===== src/assert_macros.svh =====
// Assertion macros used by the parser core
`ifndef ASSERT_MACROS_SVH
`define ASSERT_MACROS_SVH

// Check a property on every clock edge outside reset
`define TTU_ASSERT(lbl, prop, msg) \
  lbl: assert property (@(posedge clk) disable iff (!rst_n) (prop)) else $error(msg);

// Check that a condition leads to a consequence in the next cycle
`define TTU_ASSERT_NEXT(lbl, ante, cons, msg) \
  lbl: assert property (@(posedge clk) disable iff (!rst_n) (ante) |=> (cons)) else $error(msg);

`endif


===== src/ttu_pkg.sv =====
// Types, character codes and helpers for the text to unsigned parser
`timescale 1ns / 1ps
package ttu_pkg;

  localparam int CHAR_W   = 8;
  localparam int RADIX_W  = 6;
  localparam int OFFSET_W = 13;
  localparam int DIGIT_W  = 6;

  localparam logic [RADIX_W-1:0] RADIX_RESET = 6'd10;
  localparam logic [RADIX_W-1:0] BASE_LIMIT  = 6'd36;
  localparam logic [RADIX_W-1:0] BASE_AUTO   = 6'd0;
  localparam logic [RADIX_W-1:0] BASE_BAD    = 6'd1;
  localparam logic [RADIX_W-1:0] BASE_OCT    = 6'd8;
  localparam logic [RADIX_W-1:0] BASE_DEC    = 6'd10;
  localparam logic [RADIX_W-1:0] BASE_HEX    = 6'd16;

  localparam logic [DIGIT_W-1:0] NO_DIGIT = 6'd63;

  localparam logic [CHAR_W-1:0] CH_TAB   = 8'd9;
  localparam logic [CHAR_W-1:0] CH_CR    = 8'd13;
  localparam logic [CHAR_W-1:0] CH_SPACE = 8'd32;
  localparam logic [CHAR_W-1:0] CH_PLUS  = 8'h2B;
  localparam logic [CHAR_W-1:0] CH_MINUS = 8'h2D;
  localparam logic [CHAR_W-1:0] CH_ZERO  = 8'h30;
  localparam logic [CHAR_W-1:0] CH_NINE  = 8'h39;
  localparam logic [CHAR_W-1:0] CH_UP_A  = 8'h41;
  localparam logic [CHAR_W-1:0] CH_UP_X  = 8'h58;
  localparam logic [CHAR_W-1:0] CH_UP_Z  = 8'h5A;
  localparam logic [CHAR_W-1:0] CH_LO_A  = 8'h61;
  localparam logic [CHAR_W-1:0] CH_LO_X  = 8'h78;
  localparam logic [CHAR_W-1:0] CH_LO_Z  = 8'h7A;

  typedef enum logic [2:0] {
    PH_SKIP,
    PH_SIGN,
    PH_ZERO,
    PH_DIGITS,
    PH_DONE
  } phase_t;

  typedef struct packed {
    logic [CHAR_W-1:0] code;
    logic              eos;
  } char_word_t;

  typedef struct packed {
    logic [OFFSET_W-1:0] stop_offset;
    logic                converted;
    logic                range_error;
  } res_flags_t;

  function automatic logic [DIGIT_W-1:0] digit_value(input logic [CHAR_W-1:0] c);
    logic [CHAR_W-1:0] d;
    d = '0;
    if (c >= CH_ZERO && c <= CH_NINE) begin
      d = c - CH_ZERO;
    end else if (c >= CH_LO_A && c <= CH_LO_Z) begin
      d = c - CH_LO_A + 8'd10;
    end else if (c >= CH_UP_A && c <= CH_UP_Z) begin
      d = c - CH_UP_A + 8'd10;
    end else begin
      d = CHAR_W'(NO_DIGIT);
    end
    return d[DIGIT_W-1:0];
  endfunction

endpackage


===== src/ttu_ifs.sv =====
// Handshake channel interfaces for characters, results and the radix register
`timescale 1ns / 1ps
interface ttu_in_if import ttu_pkg::*; ();
  logic              valid;
  logic              ready;
  logic [CHAR_W-1:0] char_code;
  logic              end_of_string;

  modport source (output valid, output char_code, output end_of_string, input ready);
  modport sink (input valid, input char_code, input end_of_string, output ready);
endinterface

interface ttu_out_if import ttu_pkg::*; #(parameter int VALUE_WIDTH = 32) ();
  logic                   valid;
  logic                   ready;
  logic [VALUE_WIDTH-1:0] value;
  logic [OFFSET_W-1:0]    stop_offset;
  logic                   converted;
  logic                   range_error;

  modport source (output valid, output value, output stop_offset, output converted,
                  output range_error, input ready);
  modport sink (input valid, input value, input stop_offset, input converted,
                input range_error, output ready);
endinterface

interface ttu_cfg_if import ttu_pkg::*; ();
  logic               valid;
  logic               ready;
  logic [RADIX_W-1:0] radix;

  modport source (output valid, output radix, input ready);
  modport sink (input valid, input radix, output ready);
endinterface


===== src/ttu_in_stage.sv =====
// Input register holding one character word
`timescale 1ns / 1ps
module ttu_in_stage import ttu_pkg::*; (
  input  logic       clk,
  input  logic       rst_n,
  ttu_in_if.sink     in_ch,
  input  logic       advance,
  output logic       word_valid,
  output char_word_t word
);

  logic       valid_r;
  char_word_t word_r;
  logic       take;

  assign in_ch.ready = !valid_r || advance;
  assign take        = in_ch.valid && in_ch.ready;

  always_ff @(posedge clk) begin
    if (!rst_n) begin
      valid_r <= 1'b0;
    end else if (take) begin
      valid_r <= 1'b1;
    end else if (advance) begin
      valid_r <= 1'b0;
    end
  end

  always_ff @(posedge clk) begin
    if (take) begin
      word_r.code <= in_ch.char_code;
      word_r.eos  <= in_ch.end_of_string;
    end
  end

  assign word_valid = valid_r;
  assign word       = word_r;

endmodule


===== src/ttu_core.sv =====
// Parse state machine with digit multiply-add and result formation
`timescale 1ns / 1ps
`include "assert_macros.svh"
module ttu_core import ttu_pkg::*; #(
  parameter int VALUE_WIDTH = 32,
  parameter int MAX_LEN     = 4096
) (
  input  logic                   clk,
  input  logic                   rst_n,
  input  logic                   cfg_we,
  input  logic [RADIX_W-1:0]     cfg_radix,
  input  logic                   advance,
  input  char_word_t             word,
  output logic                   res_load,
  output logic [VALUE_WIDTH-1:0] res_value,
  output res_flags_t             res_flags
);

  localparam int POS_W  = $clog2(MAX_LEN + 1);
  localparam int EXT_W  = (POS_W > OFFSET_W) ? POS_W : OFFSET_W;
  localparam int PROD_W = VALUE_WIDTH + RADIX_W + 1;

  phase_t                 phase_r, phase_nxt;
  logic [VALUE_WIDTH-1:0] acc_r, acc_nxt;
  logic [RADIX_W-1:0]     base_r, base_nxt;
  logic                   neg_r, neg_nxt;
  logic                   ovf_r, ovf_nxt;
  logic                   seen_r, seen_nxt;
  logic [POS_W-1:0]       char_pos_r, char_pos_nxt;
  logic [POS_W-1:0]       end_pos_r, end_pos_nxt;
  logic [RADIX_W-1:0]     radix_r;

  logic                   is_ws;
  logic                   is_sign;
  logic                   is_x;
  logic                   first_char;
  logic                   bad_base;
  logic                   zero_prefix;
  logic [RADIX_W-1:0]     first_base;
  logic [RADIX_W-1:0]     digit_base;
  logic [DIGIT_W-1:0]     digit;
  logic                   no_digit;
  logic [PROD_W-1:0]      prod;
  logic                   prod_ovf;
  logic [POS_W-1:0]       pos_inc;
  logic [EXT_W-1:0]       end_ext;

  function automatic logic [POS_W-1:0] next_pos(input logic [POS_W-1:0] p);
    return (p >= POS_W'(MAX_LEN)) ? POS_W'(MAX_LEN) : p + 1'b1;
  endfunction

  assign is_ws   = (word.code == CH_SPACE) || (word.code >= CH_TAB && word.code <= CH_CR);
  assign is_sign = (word.code == CH_PLUS) || (word.code == CH_MINUS);
  assign is_x    = (word.code == CH_LO_X) || (word.code == CH_UP_X);

  assign first_char  = (phase_r == PH_SKIP && !is_ws && !is_sign) || (phase_r == PH_SIGN);
  assign bad_base    = (radix_r == BASE_BAD) || (radix_r > BASE_LIMIT);
  assign zero_prefix = ((radix_r == BASE_AUTO) || (radix_r == BASE_HEX)) &&
                       (word.code == CH_ZERO);
  assign first_base  = (radix_r == BASE_AUTO) ? BASE_DEC : radix_r;
  assign digit_base  = first_char ? first_base : base_r;

  assign digit    = digit_value(word.code);
  assign no_digit = RADIX_W'(digit) >= digit_base;
  assign prod     = PROD_W'(acc_r) * PROD_W'(digit_base) + PROD_W'(digit);
  assign prod_ovf = |prod[PROD_W-1:VALUE_WIDTH];
  assign pos_inc  = next_pos(char_pos_r);

  always_comb begin
    logic digit_step;
    digit_step   = 1'b0;
    phase_nxt    = phase_r;
    acc_nxt      = acc_r;
    base_nxt     = base_r;
    neg_nxt      = neg_r;
    ovf_nxt      = ovf_r;
    seen_nxt     = seen_r;
    char_pos_nxt = char_pos_r;
    end_pos_nxt  = end_pos_r;
    if (advance) begin
      if (word.eos) begin
        phase_nxt    = PH_SKIP;
        acc_nxt      = '0;
        base_nxt     = '0;
        neg_nxt      = 1'b0;
        ovf_nxt      = 1'b0;
        seen_nxt     = 1'b0;
        char_pos_nxt = '0;
        end_pos_nxt  = '0;
      end else begin
        char_pos_nxt = pos_inc;
        unique case (phase_r)
          PH_SKIP, PH_SIGN: begin
            if (phase_r == PH_SKIP && is_sign) begin
              neg_nxt   = (word.code == CH_MINUS);
              phase_nxt = PH_SIGN;
            end else if (first_char) begin
              if (bad_base) begin
                phase_nxt = PH_DONE;
              end else if (zero_prefix) begin
                base_nxt    = (radix_r == BASE_AUTO) ? BASE_OCT : BASE_HEX;
                seen_nxt    = 1'b1;
                end_pos_nxt = pos_inc;
                phase_nxt   = PH_ZERO;
              end else begin
                base_nxt   = first_base;
                digit_step = 1'b1;
              end
            end
          end
          PH_ZERO: begin
            if (is_x) begin
              base_nxt    = BASE_HEX;
              seen_nxt    = 1'b0;
              end_pos_nxt = '0;
              phase_nxt   = PH_DIGITS;
            end else begin
              digit_step = 1'b1;
            end
          end
          PH_DIGITS: begin
            digit_step = 1'b1;
          end
          default: begin
          end
        endcase
        if (digit_step) begin
          if (no_digit) begin
            phase_nxt = PH_DONE;
          end else begin
            if (!ovf_r) begin
              if (prod_ovf) begin
                ovf_nxt = 1'b1;
              end else begin
                acc_nxt = prod[VALUE_WIDTH-1:0];
              end
            end
            seen_nxt    = 1'b1;
            end_pos_nxt = pos_inc;
            phase_nxt   = PH_DIGITS;
          end
        end
      end
    end
  end

  always_ff @(posedge clk) begin
    if (!rst_n) begin
      phase_r    <= PH_SKIP;
      acc_r      <= '0;
      base_r     <= '0;
      neg_r      <= 1'b0;
      ovf_r      <= 1'b0;
      seen_r     <= 1'b0;
      char_pos_r <= '0;
      end_pos_r  <= '0;
    end else begin
      phase_r    <= phase_nxt;
      acc_r      <= acc_nxt;
      base_r     <= base_nxt;
      neg_r      <= neg_nxt;
      ovf_r      <= ovf_nxt;
      seen_r     <= seen_nxt;
      char_pos_r <= char_pos_nxt;
      end_pos_r  <= end_pos_nxt;
    end
  end

  always_ff @(posedge clk) begin
    if (!rst_n) begin
      radix_r <= RADIX_RESET;
    end else if (cfg_we) begin
      radix_r <= cfg_radix;
    end
  end

  assign end_ext  = EXT_W'(end_pos_r);
  assign res_load = advance && word.eos;

  always_comb begin
    if (!seen_r) begin
      res_value = '0;
    end else if (ovf_r) begin
      res_value = '1;
    end else if (neg_r) begin
      res_value = '0 - acc_r;
    end else begin
      res_value = acc_r;
    end
    res_flags.stop_offset = seen_r ? end_ext[OFFSET_W-1:0] : '0;
    res_flags.converted   = seen_r;
    res_flags.range_error = seen_r && ovf_r;
  end

  `TTU_ASSERT(a_ovf_needs_digit, !ovf_r || seen_r, "overflow without a digit")
  `TTU_ASSERT(a_end_before_pos, end_pos_r <= char_pos_r, "stop offset past position")
  `TTU_ASSERT(a_pos_bounded, char_pos_r <= POS_W'(MAX_LEN), "position above limit")
  `TTU_ASSERT_NEXT(a_clear_on_eos, res_load, phase_r == PH_SKIP && !seen_r && acc_r == '0, "state not cleared after terminator")
  `TTU_ASSERT(a_zero_unconverted, !res_load || res_flags.converted || res_value == '0, "nonzero value without conversion")

endmodule


===== src/ttu_out_stage.sv =====
// Result register driving the output channel
`timescale 1ns / 1ps
module ttu_out_stage import ttu_pkg::*; #(
  parameter int VALUE_WIDTH = 32
) (
  input  logic                   clk,
  input  logic                   rst_n,
  ttu_out_if.source              out_ch,
  input  logic                   load,
  input  logic [VALUE_WIDTH-1:0] value,
  input  res_flags_t             flags,
  output logic                   out_free
);

  logic                   valid_r;
  logic [VALUE_WIDTH-1:0] value_r;
  res_flags_t             flags_r;

  assign out_free = !valid_r || out_ch.ready;

  always_ff @(posedge clk) begin
    if (!rst_n) begin
      valid_r <= 1'b0;
    end else if (load) begin
      valid_r <= 1'b1;
    end else if (out_ch.ready) begin
      valid_r <= 1'b0;
    end
  end

  always_ff @(posedge clk) begin
    if (load) begin
      value_r <= value;
      flags_r <= flags;
    end
  end

  assign out_ch.valid       = valid_r;
  assign out_ch.value       = value_r;
  assign out_ch.stop_offset = flags_r.stop_offset;
  assign out_ch.converted   = flags_r.converted;
  assign out_ch.range_error = flags_r.range_error;

endmodule


===== src/text_to_unsigned_parser.sv =====
// Top level of the streaming text to unsigned integer parser
`timescale 1ns / 1ps
// Takes one character word per cycle, end_of_string marking the terminator, and
// returns one result word per terminator: the value, the stop offset and the
// converted and range_error flags. Throughput is one character every cycle while
// the input is not stalled, set by the combinational multiply-add of the
// accumulator by the base with its overflow check. A terminator's result reaches
// out_ch through the input register, which holds the terminator while the result
// is formed, and then the result register, which presents it.
// The input stalls only when a terminator meets a result that is still waiting.
// The radix register resets to 10, is always ready, and should be written between
// strings. There is no start-up clearing pass.
module text_to_unsigned_parser import ttu_pkg::*; #(
  parameter int VALUE_WIDTH = 32,
  parameter int MAX_LEN     = 4096
) (
  input  logic      clk,
  input  logic      rst_n,
  ttu_in_if.sink    in_ch,
  ttu_out_if.source out_ch,
  ttu_cfg_if.sink   cfg_ch
);

  logic                   word_valid;
  char_word_t             word;
  logic                   advance;
  logic                   out_free;
  logic                   res_load;
  logic [VALUE_WIDTH-1:0] res_value;
  res_flags_t             res_flags;

  assign cfg_ch.ready = 1'b1;
  assign advance      = word_valid && (!word.eos || out_free);

  ttu_in_stage u_in_stage (
    .clk        (clk),
    .rst_n      (rst_n),
    .in_ch      (in_ch),
    .advance    (advance),
    .word_valid (word_valid),
    .word       (word)
  );

  ttu_core #(
    .VALUE_WIDTH (VALUE_WIDTH),
    .MAX_LEN     (MAX_LEN)
  ) u_core (
    .clk       (clk),
    .rst_n     (rst_n),
    .cfg_we    (cfg_ch.valid),
    .cfg_radix (cfg_ch.radix),
    .advance   (advance),
    .word      (word),
    .res_load  (res_load),
    .res_value (res_value),
    .res_flags (res_flags)
  );

  ttu_out_stage #(
    .VALUE_WIDTH (VALUE_WIDTH)
  ) u_out_stage (
    .clk      (clk),
    .rst_n    (rst_n),
    .out_ch   (out_ch),
    .load     (res_load),
    .value    (res_value),
    .flags    (res_flags),
    .out_free (out_free)
  );

endmodule

===== src/flat_wrapper.sv =====
// flat-port wrapper written by rule: the top's interface ports become plain ports
module text_to_unsigned_parser_flat import ttu_pkg::*;
#(
  parameter int VALUE_WIDTH = 32,
  parameter int MAX_LEN     = 4096
)
  (clk, rst_n, in_ch_valid, in_ch_char_code, in_ch_end_of_string, in_ch_ready, out_ch_valid, out_ch_value, out_ch_stop_offset, out_ch_converted, out_ch_range_error, out_ch_ready, cfg_ch_valid, cfg_ch_radix, cfg_ch_ready);
  ttu_in_if in_ch_i ();
  ttu_out_if #(.VALUE_WIDTH(VALUE_WIDTH)) out_ch_i ();
  ttu_cfg_if cfg_ch_i ();
  input  logic clk;
  input  logic rst_n;
  input wire logic [$bits(in_ch_i.valid)-1:0] in_ch_valid;
  input wire logic [$bits(in_ch_i.char_code)-1:0] in_ch_char_code;
  input wire logic [$bits(in_ch_i.end_of_string)-1:0] in_ch_end_of_string;
  output wire logic [$bits(in_ch_i.ready)-1:0] in_ch_ready;
  output wire logic [$bits(out_ch_i.valid)-1:0] out_ch_valid;
  output wire logic [$bits(out_ch_i.value)-1:0] out_ch_value;
  output wire logic [$bits(out_ch_i.stop_offset)-1:0] out_ch_stop_offset;
  output wire logic [$bits(out_ch_i.converted)-1:0] out_ch_converted;
  output wire logic [$bits(out_ch_i.range_error)-1:0] out_ch_range_error;
  input wire logic [$bits(out_ch_i.ready)-1:0] out_ch_ready;
  input wire logic [$bits(cfg_ch_i.valid)-1:0] cfg_ch_valid;
  input wire logic [$bits(cfg_ch_i.radix)-1:0] cfg_ch_radix;
  output wire logic [$bits(cfg_ch_i.ready)-1:0] cfg_ch_ready;
  assign in_ch_i.valid = in_ch_valid;
  assign in_ch_i.char_code = in_ch_char_code;
  assign in_ch_i.end_of_string = in_ch_end_of_string;
  assign in_ch_ready = in_ch_i.ready;
  assign out_ch_valid = out_ch_i.valid;
  assign out_ch_value = out_ch_i.value;
  assign out_ch_stop_offset = out_ch_i.stop_offset;
  assign out_ch_converted = out_ch_i.converted;
  assign out_ch_range_error = out_ch_i.range_error;
  assign out_ch_i.ready = out_ch_ready;
  assign cfg_ch_i.valid = cfg_ch_valid;
  assign cfg_ch_i.radix = cfg_ch_radix;
  assign cfg_ch_ready = cfg_ch_i.ready;
  text_to_unsigned_parser #(.VALUE_WIDTH(VALUE_WIDTH), .MAX_LEN(MAX_LEN)) u_core (.clk(clk), .rst_n(rst_n), .in_ch(in_ch_i), .out_ch(out_ch_i), .cfg_ch(cfg_ch_i));
endmodule

===== config.mk =====
export PLATFORM = sky130hd
export DESIGN_NAME = text_to_unsigned_parser_flat
export DESIGN_NICKNAME = d
export VERILOG_FILES = /design/src/ttu_pkg.sv /design/src/ttu_ifs.sv /design/src/ttu_in_stage.sv /design/src/ttu_core.sv /design/src/ttu_out_stage.sv /design/src/text_to_unsigned_parser.sv /design/src/flat_wrapper.sv
export VERILOG_INCLUDE_DIRS = /design/src /design/src/src
export SDC_FILE = /design/constraint.sdc
export NUM_CORES = 1
export LEC_CHECK = 0
export BUFFER_PORTS_ARGS = -buffer_cell sky130_fd_sc_hd__buf_2
export CAP_MARGIN = 15
export CORE_ASPECT_RATIO = 1.5
export CORE_MARGIN = 2
export CORE_UTILIZATION = 30
export DETAILED_ROUTE_END_ITERATION = 10
export PLACE_DENSITY = 0.41
export SYNTH_ARGS = -nofsm -noshare
export SYNTH_HDL_FRONTEND = slang
export SYNTH_SLANG_ARGS = --single-unit
export TNS_END_PERCENT = 20

===== constraint.sdc =====
create_clock -name clk -period 8.1 [get_ports clk]
set_clock_uncertainty 0.1 [all_clocks]
set_input_delay 0 -clock clk [delete_from_list [all_inputs] [get_ports clk]]
set_output_delay 0 -clock clk [all_outputs]
set_load 0.05 [all_outputs]

# After elaboration in Yosys (flattened, before gate mapping)
# Cells that the tools add are included.
[op_classes] eq_ne=21 n_reduce_logical=42 order_cmp=11 n_mul=1 mux=69 n_addsub=8
[op_table] cell="two-way mux 32 bit" count=7
[op_table] cell="two-way mux 13 bit" count=10
[op_table] cell="two-way mux 6 bit" count=11
[op_table] cell="adder 38 x 6 -> 39 bit" count=1
[op_table] cell="multiplier 32 x 6 -> 38 bit" count=1
[op_table] cell="equality test 8 x 6 -> 1 bit, second input constant" count=4
[op_table] cell="subtractor 1 x 32 -> 32 bit, first input constant" count=1
[op_table] cell="two-way mux 1 bit" count=27
[op_table] cell="one-hot mux 13 bit (2 select lines)" count=1
[op_table] cell="two-way mux 3 bit" count=8
[op_table] cell="equality test 8 x 7 -> 1 bit, second input constant" count=2
[op_table] cell=">= comparator 8 x 7 -> 1 bit, second input constant" count=2
[op_table] cell="less-or-equal comparator 8 x 7 -> 1 bit, second input constant" count=2
[op_table] cell="adder 13 x 1 -> 13 bit, second input constant" count=1
[op_table] cell=">= comparator 13 bit, second input constant" count=1
[op_table] cell="adder 6 x 4 -> 6 bit, second input constant" count=2
[op_table] cell="logical AND 1 bit" count=12
[op_table] cell="!= test 3 x 2 -> 1 bit, second input constant" count=4
[op_table] cell="one-hot mux 6 bit (2 select lines)" count=1
[op_table] cell="subtractor 6 bit, second input constant" count=2
[op_table] cell="AND reduction 5 bit" count=2
[op_table] cell="nonzero test 2 bit" count=5
[op_table] cell="logical OR 1 bit" count=9
[op_table] cell=">= comparator 8 x 4 -> 1 bit, second input constant" count=1
[op_table] cell="other kinds (27)" count=35
[totals] inputBits=20 regBits=134 output_inout_bits=50 elab_cells=169

# Logic depth before layout (Yosys ltp)
# Gate-level depths: netlist (run 1).
[depth] ltp_word=16 mapped_depth=32 depth_no_buf=28

# Cells and area by module
# A second synthesis (run 1) with hierarchy kept.
[unflattened] hier_cells=1420 area_unflattened_um2=13265.2
[by_module_without_submodules] mod="ttu_core" cells_each=1351 n_inst=1 area_each_um2=11454.7 seq_area_each_um2=1521.5
[by_module_without_submodules] mod="ttu_out_stage" cells_each=51 n_inst=1 area_each_um2=1460.2 seq_area_each_um2=1431.4
[by_module_without_submodules] mod="ttu_in_stage" cells_each=14 n_inst=1 area_each_um2=327.8 seq_area_each_um2=290.3
[by_module_without_submodules] mod="text_to_unsigned_parser" cells_each=4 n_inst=1 area_each_um2=22.5 seq_area_each_um2=0.0

# Least setup slack after synthesis (run 1)
# OpenSTA, ideal clock, no wires.
[synth_timing] kind="reg2reg" start="reg u_core.u_in_stage.word_r, in the netlist u_core.u_in_stage.word[2]" end="reg u_core.u_core.acc_r[15]" required_time_ps=7877 n_path_buf=2 t_arrival_ps=7034 path_slack_ps=843 synth_period_minus_slack_ps=7257 stages_incl_launch_ff=30 setup_time_ps=123 cell_sequence="edfxtp_1 > inv_1 > ha_1 > nand2b_1 > o21ai_0 > a221oi_1 > o21a_1 > or2_1 > buf_2 > mux2i_1 > clkbuf_1 > nor2b_1 > fa_1 > inv_1 > fa_1 > inv_1 > fa_1 > inv_1 > fa_1 > inv_1 > ha_1 > o211ai_1 > o211ai_2 > a31oi_1 > o41a_2 > nor4_2 > o21ai_1 > a221oi_4 > nand4_4 > mux2_1"
[synth_via] elab_chain_len=15 word_cells_on_any_way=58 cone_classes="6 x add/sub; 1 x mul; 9 x order compare; 8 x eq/ne; 17 x mux; 17 x reduce/logical"
[synth_lines] element="start: declaration" line_no="ttu_in_stage.sv:13" rtl="char_word_t word_r;"
[synth_lines] element=">= comparator 8 x 4 -> 1 bit / less-or-equal comparator 8 x 4 -> 1 bit (equally long branches)" line_no="ttu_core.sv:52" rtl="assign is_ws = (word.code == CH_SPACE) || (word.code >= CH_TAB && word.code <= CH_CR);"
[synth_lines] element="logical AND 1 bit" line_no="ttu_core.sv:52"
[synth_lines] element="logical OR 1 bit" line_no="ttu_core.sv:52"
[synth_lines] element="logical NOT 1 bit" line_no="ttu_core.sv:56" rtl="assign first_char = (phase_r == PH_SKIP && !is_ws && !is_sign) || (phase_r == PH_SIGN);"
[synth_lines] element="logical AND 1 bit (2 in a row)" line_no="ttu_core.sv:56"
[synth_lines] element="logical OR 1 bit" line_no="ttu_core.sv:56"
[synth_lines] element="two-way mux 6 bit" line_no="ttu_core.sv:61" rtl="assign digit_base = first_char ? first_base : base_r;"
[synth_lines] element="multiplier 32 x 6 -> 38 bit" line_no="ttu_core.sv:65" rtl="assign prod = PROD_W'(acc_r) * PROD_W'(digit_base) + PROD_W'(digit);"
[synth_lines] element="adder 38 x 6 -> 39 bit" line_no="ttu_core.sv:65"
[synth_lines] element="two-way mux 32 bit" line_no="ttu_core.sv:132" rtl="if (prod_ovf) begin"
[synth_lines] element="two-way mux 32 bit" line_no="ttu_core.sv:131" rtl="if (!ovf_r) begin"
[synth_lines] element="two-way mux 32 bit" line_no="ttu_core.sv:128" rtl="if (no_digit) begin"
[synth_lines] element="two-way mux 32 bit" line_no="ttu_core.sv:127" rtl="if (digit_step) begin"
[synth_lines] element="two-way mux 32 bit" line_no="ttu_core.sv:81" rtl="if (word.eos) begin"
[synth_lines] element="end signal: assignment" line_no="ttu_core.sv:159" rtl="acc_r <= acc_nxt;"
[synth_lines] element="end: declaration" line_no="ttu_core.sv:24" rtl="logic [VALUE_WIDTH-1:0] acc_r, acc_nxt;"
# Parallel ways exist; a longest one is shown, timed or not. The select of a mux whose other input is x is not followed.
# A chain may end at the register's enable or synchronous reset.

# Worst setup path after layout (run 1)
[layout_timing] start="reg u_core.u_in_stage.word_r, in the netlist u_core.u_in_stage.word[1]" end="reg u_core.u_core.acc_r[2]"
# The elaborated chain is that of the path after synthesis.

==> results.md, run 1 <==
- Area of the die: 47400 µm²
- Synth Net Count: 1741
- Crit path capture type: register
- Reg clk slew, reported paths: 0.06 ns
- First-pass GRT wire length: 67.0 mm
- Starting density of the core: 0.305
- FF+latch area: 3240 µm²
- Final Hold Fails: 1
- Die Span Y: 266 µm
- Leakage: 0.00692 µW
- CTS tree: built
- Antenna-violating nets left: 0
- IO Count: 70
- Worst min-delay path category: in -> reg
- Nets@finish: 1790
- Avg WL per Cell: 19.8 µm
- Buffers on Ports: 68
- Synthesis warning total: 0
- Layout area overhead: 14.2%
- Measured slew at the worst slew-check pin: 0.909 ns
- Total negative slack: 0 ns
- CTS root buf: clkbuf_16
- Post-synthesis async set-or-reset flop share: 0
- Clk sinks: 134
- Prevailing post-synth register cell: dfxtp_1
- WP data required: 8.33 ns
- Core area: 44900 µm²
- Clock Tree Buf Depth: 2
- Max Clk Rate: 131 MHz
- Type of the worst setup path: reg -> reg
- Synth top area cells: fa_1 (18%), edfxtp_1 (12%), dfxtp_1 (11%)
- Die width: 178 µm
- Critical Path Fanout Max: 9
- Hold_ws: -0.00287 ns
- GR Overflow Total: 0
- Sequential element share of the synthesized area: 0.237
- Yosys reg bits: 134
- Status: finished with violations
- Yosys top cell area share: 0.181
- Post-Place Cells: 2073
- First drt pass iteration count: 8
- Ant. Diodes: 0
- Vias in the first global route: 11700
- Startpoint Class: register
- # DRC: 0
- Share of cells above drive strength 1: 0.111
- Synthesized area: 13700 µm²
- H-tree levels: 4
- GRT Overall Usage: 0.185
- CTS Buf Count: 17
- Synth Instances: 1493
- Finished Layout Cells: 2137
- Fillers: 4673
- Core Util, Final: 0.348
- Area leader, netlist: fa_1
- Period utilisation layout: 0.943
- Peak supply drop: 79.8 µV
- Total number of vias: 10900
- Routability cong.: 0.851
- Final wirelength: 42.4 mm
- Post-synth EDFFs: 56
- Post-DP HPWL: 32.8 mm
- Placed Instance Area: 14700 µm²
- RSZ-0062 raised after global routing: false
- Clock Latency Late Sink: 0.45 ns
- Row cnt: 95
- Max_slew headroom: 0.389
- Initial antenna violation count: 0
- P per Cell Area: 113 nW/µm²
- Initial DRC count: 441
- Setup violators final: 0
- Fin area: 15600 µm²
- Critical path data arrival time: 7.87 ns
- Final min period: 7.64 ns
- Largest net degree at the start of global routing: 49
- Syn Area/Cell: 9.18 µm²
- Max Cap Viol: 0
- Area taken by multi-input logic gates: 9890 µm²
- Synth cell types: 71
- Failing checks: hold timing
- Slew Limit Fails: 0
- Vias/cell: 5.10
[critical path, cell delays in order (launching register included)]
cell and delay [ns]:
edfxtp_1 0.48, ha_1 0.28, nand2b_1 0.16, o21ai_0 0.19
a221oi_2 0.08, o21a_1 0.23, or2_1 0.27, buf_12 0.17
mux2i_4 0.20, nand2b_1 0.19, fa_1 0.56, fa_1 0.56
inv_1 0.06, fa_1 0.53, inv_1 0.06, fa_1 0.50
inv_1 0.04, ha_1 0.33, o211ai_1 0.14, o211ai_2 0.22
a31oi_1 0.19, o41a_2 0.57, nor4_2 0.28, o21ai_1 0.17
a221oi_4 0.30, nand4_4 0.25, buf_4 0.27, mux2i_1 0.12
[metal layers]
| layer | vias up | wire length (µm) | GRT usage |
|---|---|---|---|
| met2 | 185 | 23400 | 0.354 |
| met4 | 0 | 1290 | 0.0771 |
| met1 | 5461 | 16900 | 0.204 |
| li1 | 5176 | - | - |
| met3 | 71 | 861 | 0.0164 |
| met5 | - | 0 | 0 |
[flip-flops by register name (all words and copies together), names as in the netlist]
| register | count |
|---|---|
| u_core.u_core.acc_r | 32 |
| u_core.u_core.base_r | 6 |
| u_core.u_core.char_pos_r | 13 |
| u_core.u_core.end_ext | 13 |
| u_core.u_core.neg_r | 1 |
| u_core.u_core.ovf_r | 1 |
| u_core.u_core.phase_r | 3 |
| u_core.u_core.radix_r | 6 |
| u_core.u_core.seen_r | 1 |
| u_core.u_in_stage.word | 9 |
| u_core.u_in_stage.word_valid | 1 |
| u_core.u_out_stage.out_ch.converted | 1 |
| u_core.u_out_stage.out_ch.range_error | 1 |
| u_core.u_out_stage.out_ch.stop_offset | 13 |
| u_core.u_out_stage.out_ch.valid | 1 |
| u_core.u_out_stage.out_ch.value | 32 |
[stage by stage]
| stage | hold slack, ns | total power (µW) | setup slack (ns) |
|---|---|---|---|
| final | -0.00287 | 1760 | 0.464 |
| after CTS | 0.000873 | 1790 | 0.00189 |
| after detailed placement | 0.0785 | 1010 | 0.0212 |
| after global placement | 0.0776 | 1010 | 0.116 |
| after global routing | 0.0299 | 1830 | 0.00641 |
| after floorplan | -0.00113 | 907 | 0.843 |
[report_power, final]
part           switching, µW  leakage (µW)  internal [µW]
clock network            354      0.000269            404
logic                    179       0.00550           94.8
registers               15.9       0.00115            715
[Yosys cell counts (all sizes together) (4+ instances only)]
master and count:
o211ai 9, a21boi 19, nand3b 6, nand3 23, dfxtp 78, o31ai 11, nor2b 204, nor3 12
or3 7, nor2 64, a31oi 12, or4 6, ha 104, o2111ai 5, xnor2 52, o21ai 56
o21a 40, edfxtp 56, a31o 4, nand2 143, clkbuf 86, a22oi 21, nor4 6, and3 9
fa 124, inv 68, xor2 17, and2 21, buf 17, nand2b 30, a21oi 61, o21bai 6
a21o 14, o41ai 7, nand4 19, mux2i 45
[layout make-up]
class,instances,share of cell area
tap,582,0.0466
sequential,134,0.207
inverter,69,0.0166
clock inverter,15,0.00856
multi-input combinational,1187,0.632
timing repair buffer,133,0.0617
clock buffer,17,0.0272
[kinds of logic (layout without fill, tap and decap cells)]
logic type / after synthesis / in the layout / share of synthesized area
buf+inv: 172 / 234 / 0.0500
xor+xnor: 69 / 69 / 0.0441
fa+ha+maj: 228 / 228 / 0.276
flops: 134 / 134 / 0.237
compound gates: 285 / 285 / 0.141
other cells: 1 / 1 / 0.000274
simple gates: 557 / 557 / 0.217
mux: 47 / 47 / 0.0345
[layout by cell type (no fill, tap or decap), types with 11 or more instances in the layout]
master and instances:
nor3_1 11, nor2_1 63, buf_2 68, mux2i_1 40, dfxtp_1 78, xor2_1 17
nand3_1 23, a21o_1 14, buf_4 32, o21a_1 40, o21ai_0 51, a21boi_0 16
fa_1 124, nand2b_1 30, a22oi_1 21, nand4_1 18, ha_1 104, a31oi_1 11
nor2b_1 202, nand2_1 143, a21oi_1 59, and2_1 21, clkbuf_16 17, dlygate4sd3_1 25
xnor2_1 52, inv_1 68, edfxtp_1 56
[path summary, 6_finish.rpt]
path	endpoint	slack, ns	startpoint	depth (start not counted)
setup / recovery	u_core.u_core.acc_r[2]	0.46	u_core.u_in_stage.word[1]	27
hold / removal	u_core.u_core.radix_r[1]	-0.003	rst_n	2
setup reg to reg	u_core.u_core.acc_r[2]	0.46	u_core.u_in_stage.word[1]	27
hold reg to reg	u_core.u_core.end_ext[2]	0.36	u_core.u_core.end_ext[2]	2
[what timing repair did]
action                                  in CTS  in global routing
endpoints found under the setup margin       0                 32
resized for setup                            0                  8
setup buffers                                0                  6
hold endpoints to repair                    17                  0
hold buffers                                25                  0
(Power assumes the default switching activity.)
==> run 2, diff against run 1 <==
==> constraint.sdc (replaced) <==
create_clock -name clk -period 8.1 [get_ports clk]
set_clock_uncertainty 0.1 [all_clocks]
set_input_delay 1.62 -clock clk [delete_from_list [all_inputs] [get_ports clk]]
set_output_delay 1.62 -clock clk [all_outputs]
set_load 0.05 [all_outputs]
==> results.md, run 2 (synthesis gave the netlist of run 1 again) <==
- CP Buf/Inv Count: 5 (unchanged)
- CTS tree: built
- Sw Pwr: 549 µW (about the same)
- Max Clk Rate: 131 MHz (+0.24%)
- Status: complete, no violations
- Switching share of total power: 0.313 (+0.00170)
- Type of the worst setup path: reg -> reg
- GRT Overall Usage: 0.184 (-0.000481)
- IO Count: 70 (unchanged)
- Layout area overhead: 12.3%
- Clk sinks: 134 (unchanged)
- Most common cell after layout, fill and taps aside: nor2b_1
- WHS Path Cells: 2 (unchanged)
- Critical Path Fanout Max: 9 (unchanged)
- Largest net degree at the start of global routing: 49 (unchanged)
- Starting density of the core: 0.305 (unchanged)
- Period utilisation layout: 0.940 (-0.00221)
- Crit path largest cell delay: 0.57 ns (about the same)
- Worst min-delay path category: reg -> reg
- CP top delay family: adder cells
- RSZ-0062 raised after global routing: false
- Ant. Diodes: 0 (unchanged)
- Area of the die: 47400 µm² (unchanged)
- Initial DRC count: 463 (+5.0%)
- Core area: 44900 µm² (unchanged)
- Dpl ws: 0.0212 ns (unchanged)
- Nets@finish: 1765 (-1.4%)
- Measured slew at the worst slew-check pin: 0.926 ns (+0.0173 ns)
- Clock Latency Late Sink: 0.45 ns (about the same)
- WP data required: 8.33 ns (about the same)
- Comb power frac: 0.150 (-0.005)
- Leakage: 0.00682 µW (-1.5%)
- Max_slew headroom: 0.378 (-0.0116)
- First drt pass iteration count: 5 (-3)
- Highest-count cells in the layout ignoring fill and taps: nor2b_1 (202), nand2_1 (143), fa_1 (124), ha_1 (104), dfxtp_1 (78)
- Hold_ws: 0.364 ns (+0.367 ns)
- Reg clk slew, reported paths: 0.06 ns (about the same)
- Total negative slack: 0 ns (unchanged)
- CTS Buf Count: 17 (unchanged)
- First-pass GRT wire length: 66.7 mm (-0.36%)
- R2R setup slack: 0.48 ns (+0.02 ns)
- GR Overflow Total: 0 (unchanged)
- Final worst slack: 0.482 ns (+0.0179 ns)
- Clock Tree Buf Depth: 2 (unchanged)
- Buffers on Ports: 68 (unchanged)
- Setup violators final: 0 (unchanged)
- Share of cells above drive strength 1: 0.112 (+0.00181)
- Peak supply drop: 80.3 µV (+0.67%)
- Worst r2r path cells: 27 (unchanged)
- Vias/cell: 5.12 (+0.47%)
- Die Span Y: 266 µm (unchanged)
- Final Hold Fails: 0 (-1)
- Final min period: 7.62 ns (-0.0179 ns)
- Fillers: 4694 (+0.45%)
- Routability cong.: 0.851 (unchanged)
- Critical path data arrival time: 7.85 ns (-0.02 ns)
- Initial antenna violation count: 0 (unchanged)
- Antenna-violating nets left: 0 (unchanged)
- # DRC: 0 (unchanged)
- Slew Limit Fails: 0 (unchanged)
- FF+latch area: 3240 µm² (unchanged)
- Post-Place Cells: 2073 (unchanged)
- Crit path capture type: register
- Reg power frac: 0.417 (+0.002)
- H-tree levels: 4 (unchanged)
- Startpoint Class: register
- Crit-path slowest cell: o41a_2
- CP endpoint: u_core.u_core.acc_r[2]
- Critical path depth: 27 (unchanged)
- Vias in the first global route: 11600 (-1.0%)
- Cts hold-fix bufs: 0 (-100%)
- Critical R2R Capture: u_core.u_core.acc_r[2]
- Area taken by multi-input logic gates: 9890 µm² (unchanged)
- Most used cell, CP: fa_1
- Clock share of power: 0.433 (+0.003)
- Row cnt: 95 (unchanged)
- Total number of vias: 10800 (-0.71%)
- P per Cell Area: 114 nW/µm² (+1.1%)
- Final wirelength: 42.3 mm (-0.30%)
- Crit path from: u_core.u_in_stage.word[1]
- Avg WL per Cell: 20.0 µm (+0.88%)
- Post-DP HPWL: 32.8 mm (unchanged)
- Finished Layout Cells: 2112 (-1.2%)
- Internal Power: 1200 µW (-0.73%)
- Max Cap Viol: 0 (unchanged)
- CTS root buf: clkbuf_16
- Reg-to-Reg Start: u_core.u_in_stage.word[1]
- Die width: 178 µm (unchanged)
==> run 2: cell count changes in the layout (fill, tap and decap cells not counted) <==
cell | previous run | this run
dlygate4sd3_1 | 25 | 0
==> run 2: what timing repair did <==
action,CTS,global route
resized for setup,0,8
buffers inserted,0,6
setup endpoints to repair,0,32
==> run 2: routing by layer <==
metal | GRT usage | part of all wire
met1 | 0.204 | 0.40
met2 | 0.353 | 0.55
met3 | 0.0164 | 0.021
met4 | 0.0771 | 0.032
met5 | 0 | 0
==> run 2: how the worst min path moves through the flow <==
stage,slack (ns),start,endpoint
global route,0.39,u_core.u_core.end_ext[2],u_core.u_core.end_ext[2]
global placement,0.35,u_core.u_core.end_ext[2],u_core.u_core.end_ext[2]
detailed placement,0.36,u_core.u_core.end_ext[2],u_core.u_core.end_ext[2]
CTS,0.37,u_core.u_core.end_ext[2],u_core.u_core.end_ext[2]
finish,0.36,u_core.u_core.end_ext[2],u_core.u_core.end_ext[2]
floorplan,0.33,u_core.u_core.seen_r,u_core.u_out_stage.out_ch.converted
==> run 2: final cells by class <==
| type | instances | area share |
|---|---|---|
| well taps | 582 | 0.0473 |
| multi-input cells | 1187 | 0.642 |
| clock buffers | 17 | 0.0276 |
| flip-flops and latches | 134 | 0.211 |
| clock inverters | 15 | 0.00870 |
| inverters | 69 | 0.0168 |
| repair buffers | 108 | 0.0464 |
==> run 2: power by group through the flow <==
stage          Sequential [µW]  Clock, µW  Combinational [µW]
4_1_cts                    731        783                 264
6_report                   731        759                 263
3_3_place_gp               746          0                 262
3_5_place_dp               746          0                 263
2_1_floorplan              759          0                 147
5_1_grt                    732        801                 286
==> run 2: metrics by stage <==
step / instance area [µm²] / util / power [µW]
after CTS: 15300 / 0.340 / 1780
after global placement: 14700 / 0.328 / 1010
after detailed placement: 14700 / 0.328 / 1010
after floorplan: 13700 / - / 907
final: 15400 / 0.343 / 1750
after global routing: 15400 / 0.343 / 1820
==> run 2: tightest hold or removal path, stage by stage, from the launching register on <==
cell      delay [ns]
dfxtp_1         0.30
nand2_1         0.04
a21boi_0        0.06
==> run 3, diff against run 2 <==
- RECOVER_POWER: not set -> 100
==> results.md, run 3 (synthesis gave the netlist of run 1 again) <==
- Overall power: 1750 µW (-0.10%)
- CP Buf/Inv Count: 7 (+2)
- Crit path capture type: register
- RSZ-0062 raised after global routing: false
- Final min period: 7.66 ns (+0.0413 ns)
- Post-DP HPWL: 32.8 mm (unchanged)
- H-tree levels: 4 (unchanged)
- Ant. Diodes: 0 (unchanged)
- Peak supply drop: 80.2 µV (about the same)
- Initial antenna violation count: 0 (unchanged)
- Total number of vias: 10800 (-0.15%)
- # DRC: 0 (unchanged)
- Critical Path Fanout Max: 17 (+8)
- Clk sinks: 134 (unchanged)
- Area of the die: 47400 µm² (unchanged)
- Routability cong.: 0.851 (unchanged)
- Avg WL per Cell: 20.0 µm (about the same)
- Die Span Y: 266 µm (unchanged)
- P per Cell Area: 115 nW/µm² (+0.55%)
- Leakage: 0.00665 µW (-2.5%)
- Status: finished with violations
- Highest-count cells in the layout ignoring fill and taps: nor2b_1 (202), nand2_1 (143), fa_1 (124), ha_1 (104), dfxtp_1 (78)
- CP top delay family: adder cells
- Worst min-delay path category: reg -> reg
- Post-Place Cells: 2073 (unchanged)
- Type of the worst setup path: reg -> reg
- Vias/cell: 5.11 (-0.15%)
- Measured slew at the worst slew-check pin: 2.84 ns (+1.91 ns)
- Crit-path slowest cell: fa_1
- Initial DRC count: 403 (-13%)
- GR Overflow Total: 0 (unchanged)
- Cts hold-fix bufs: 0 (unchanged)
- Final Hold Fails: 0 (unchanged)
- Startpoint Class: register
- Most common cell after layout, fill and taps aside: nor2b_1
- Buffers on Ports: 68 (unchanged)
- Slew Limit Fails: 180 (+180)
- Core area: 44900 µm² (unchanged)
- CTS root buf: clkbuf_16
- Vias in the first global route: 11600 (unchanged)
- Max_slew headroom: -0.891 (-1.27)
- Starting density of the core: 0.305 (unchanged)
- Failing checks: capacitance limit, slew limit
- Nets@finish: 1765 (unchanged)
- Antenna-violating nets left: 0 (unchanged)
- Reg clk slew, reported paths: 0.06 ns (about the same)
- Largest net degree at the start of global routing: 49 (unchanged)
- Fillers: 4717 (+0.49%)
- GRT Overall Usage: 0.184 (unchanged)
- Finished Layout Cells: 2112 (unchanged)
- Clock Latency Late Sink: 0.45 ns (about the same)
- IO Count: 70 (unchanged)
- Max Clk Rate: 131 MHz (-0.54%)
- First-pass GRT wire length: 66.7 mm (unchanged)
- CTS tree: built
- CTS Buf Count: 17 (unchanged)
- Critical path data arrival time: 7.89 ns (+0.04 ns)
- WP data required: 8.33 ns (about the same)
- Clock Tree Buf Depth: 2 (unchanged)
- Layout area overhead: 11.6%
- First drt pass iteration count: 5 (unchanged)
- Crit path largest cell delay: 0.56 ns (about the same)
- Max Cap Viol: 4 (+4)
- Share of cells above drive strength 1: 0.0745 (-0.0379)
- Total negative slack: 0 ns (unchanged)
- Die width: 178 µm (unchanged)
- Row cnt: 95 (unchanged)
- Final wirelength: 42.3 mm (about the same)
- Period utilisation layout: 0.946 (+0.00510)
- Setup violators final: 0 (unchanged)
run 3: worst paths after layout:
| path | slack [ns] | endpoint | depth (start not counted) | from |
|---|---|---|---|---|
| setup / recovery | 0.44 | u_core.u_core.acc_r[2] | 28 | u_core.u_in_stage.word[1] |
| hold / removal | 0.37 | u_core.u_core.end_ext[2] | 2 | u_core.u_core.end_ext[2] |
| setup reg to reg | 0.44 | u_core.u_core.acc_r[2] | 28 | u_core.u_in_stage.word[1] |
| hold reg to reg | 0.37 | u_core.u_core.end_ext[2] | 2 | u_core.u_core.end_ext[2] |
run 3: area by class of cell:
class | count | area (µm²) | share of cell area
Tap cell | 582 | 728 | 0.0476
Timing Repair Buffer | 108 | 633 | 0.0414
Clock inverter | 15 | 134 | 0.00876
Inverter | 69 | 259 | 0.0169
Clock buffer | 17 | 425 | 0.0278
Multi-Input combinational cell | 1187 | 9870 | 0.645
Sequential cell | 134 | 3240 | 0.212
run 3: stage by stage:
| step | setup WS, ns | utilization | cell area (µm²) | hold slack, ns |
|---|---|---|---|---|
| 2_1_floorplan | 0.843 | - | 13700 | 0.326 |
| 3_3_place_gp | 0.116 | 0.328 | 14700 | 0.350 |
| 3_5_place_dp | 0.0212 | 0.328 | 14700 | 0.358 |
| 4_1_cts | 0.00189 | 0.340 | 15300 | 0.365 |
| 5_1_grt | 0.00783 | 0.340 | 15300 | 0.398 |
| 6_report | 0.441 | 0.340 | 15300 | 0.366 |
run 3: power breakdown:
part,internal (µW),switching (µW)
registers,715,16.1
clock network,404,357
logic,82.5,176
run 3: worst register-to-register path, delay by kind of cell (launching register included):
kind	cells	cell delay, ns
buf+inv	7	1.01
fa+ha+maj	6	2.59
mux	2	0.33
simple gates	4	0.88
compound gates	9	2.13
flops	1	0.48
run 3: what timing repair did:
item | CTS | global route
resized for setup | 0 | 8
buffers inserted | 0 | 6
setup endpoints to repair | 0 | 32
endpoints found under the hold margin | 0 | 0
run 3: layer usage:
layer  global-route usage  up-vias  part of all wire
li1                     -     5125                 -
met1                0.204     5394              0.40
met2                0.353      205              0.55
met3               0.0164       76             0.021
met4               0.0771        0             0.033
met5                    0        -                 0
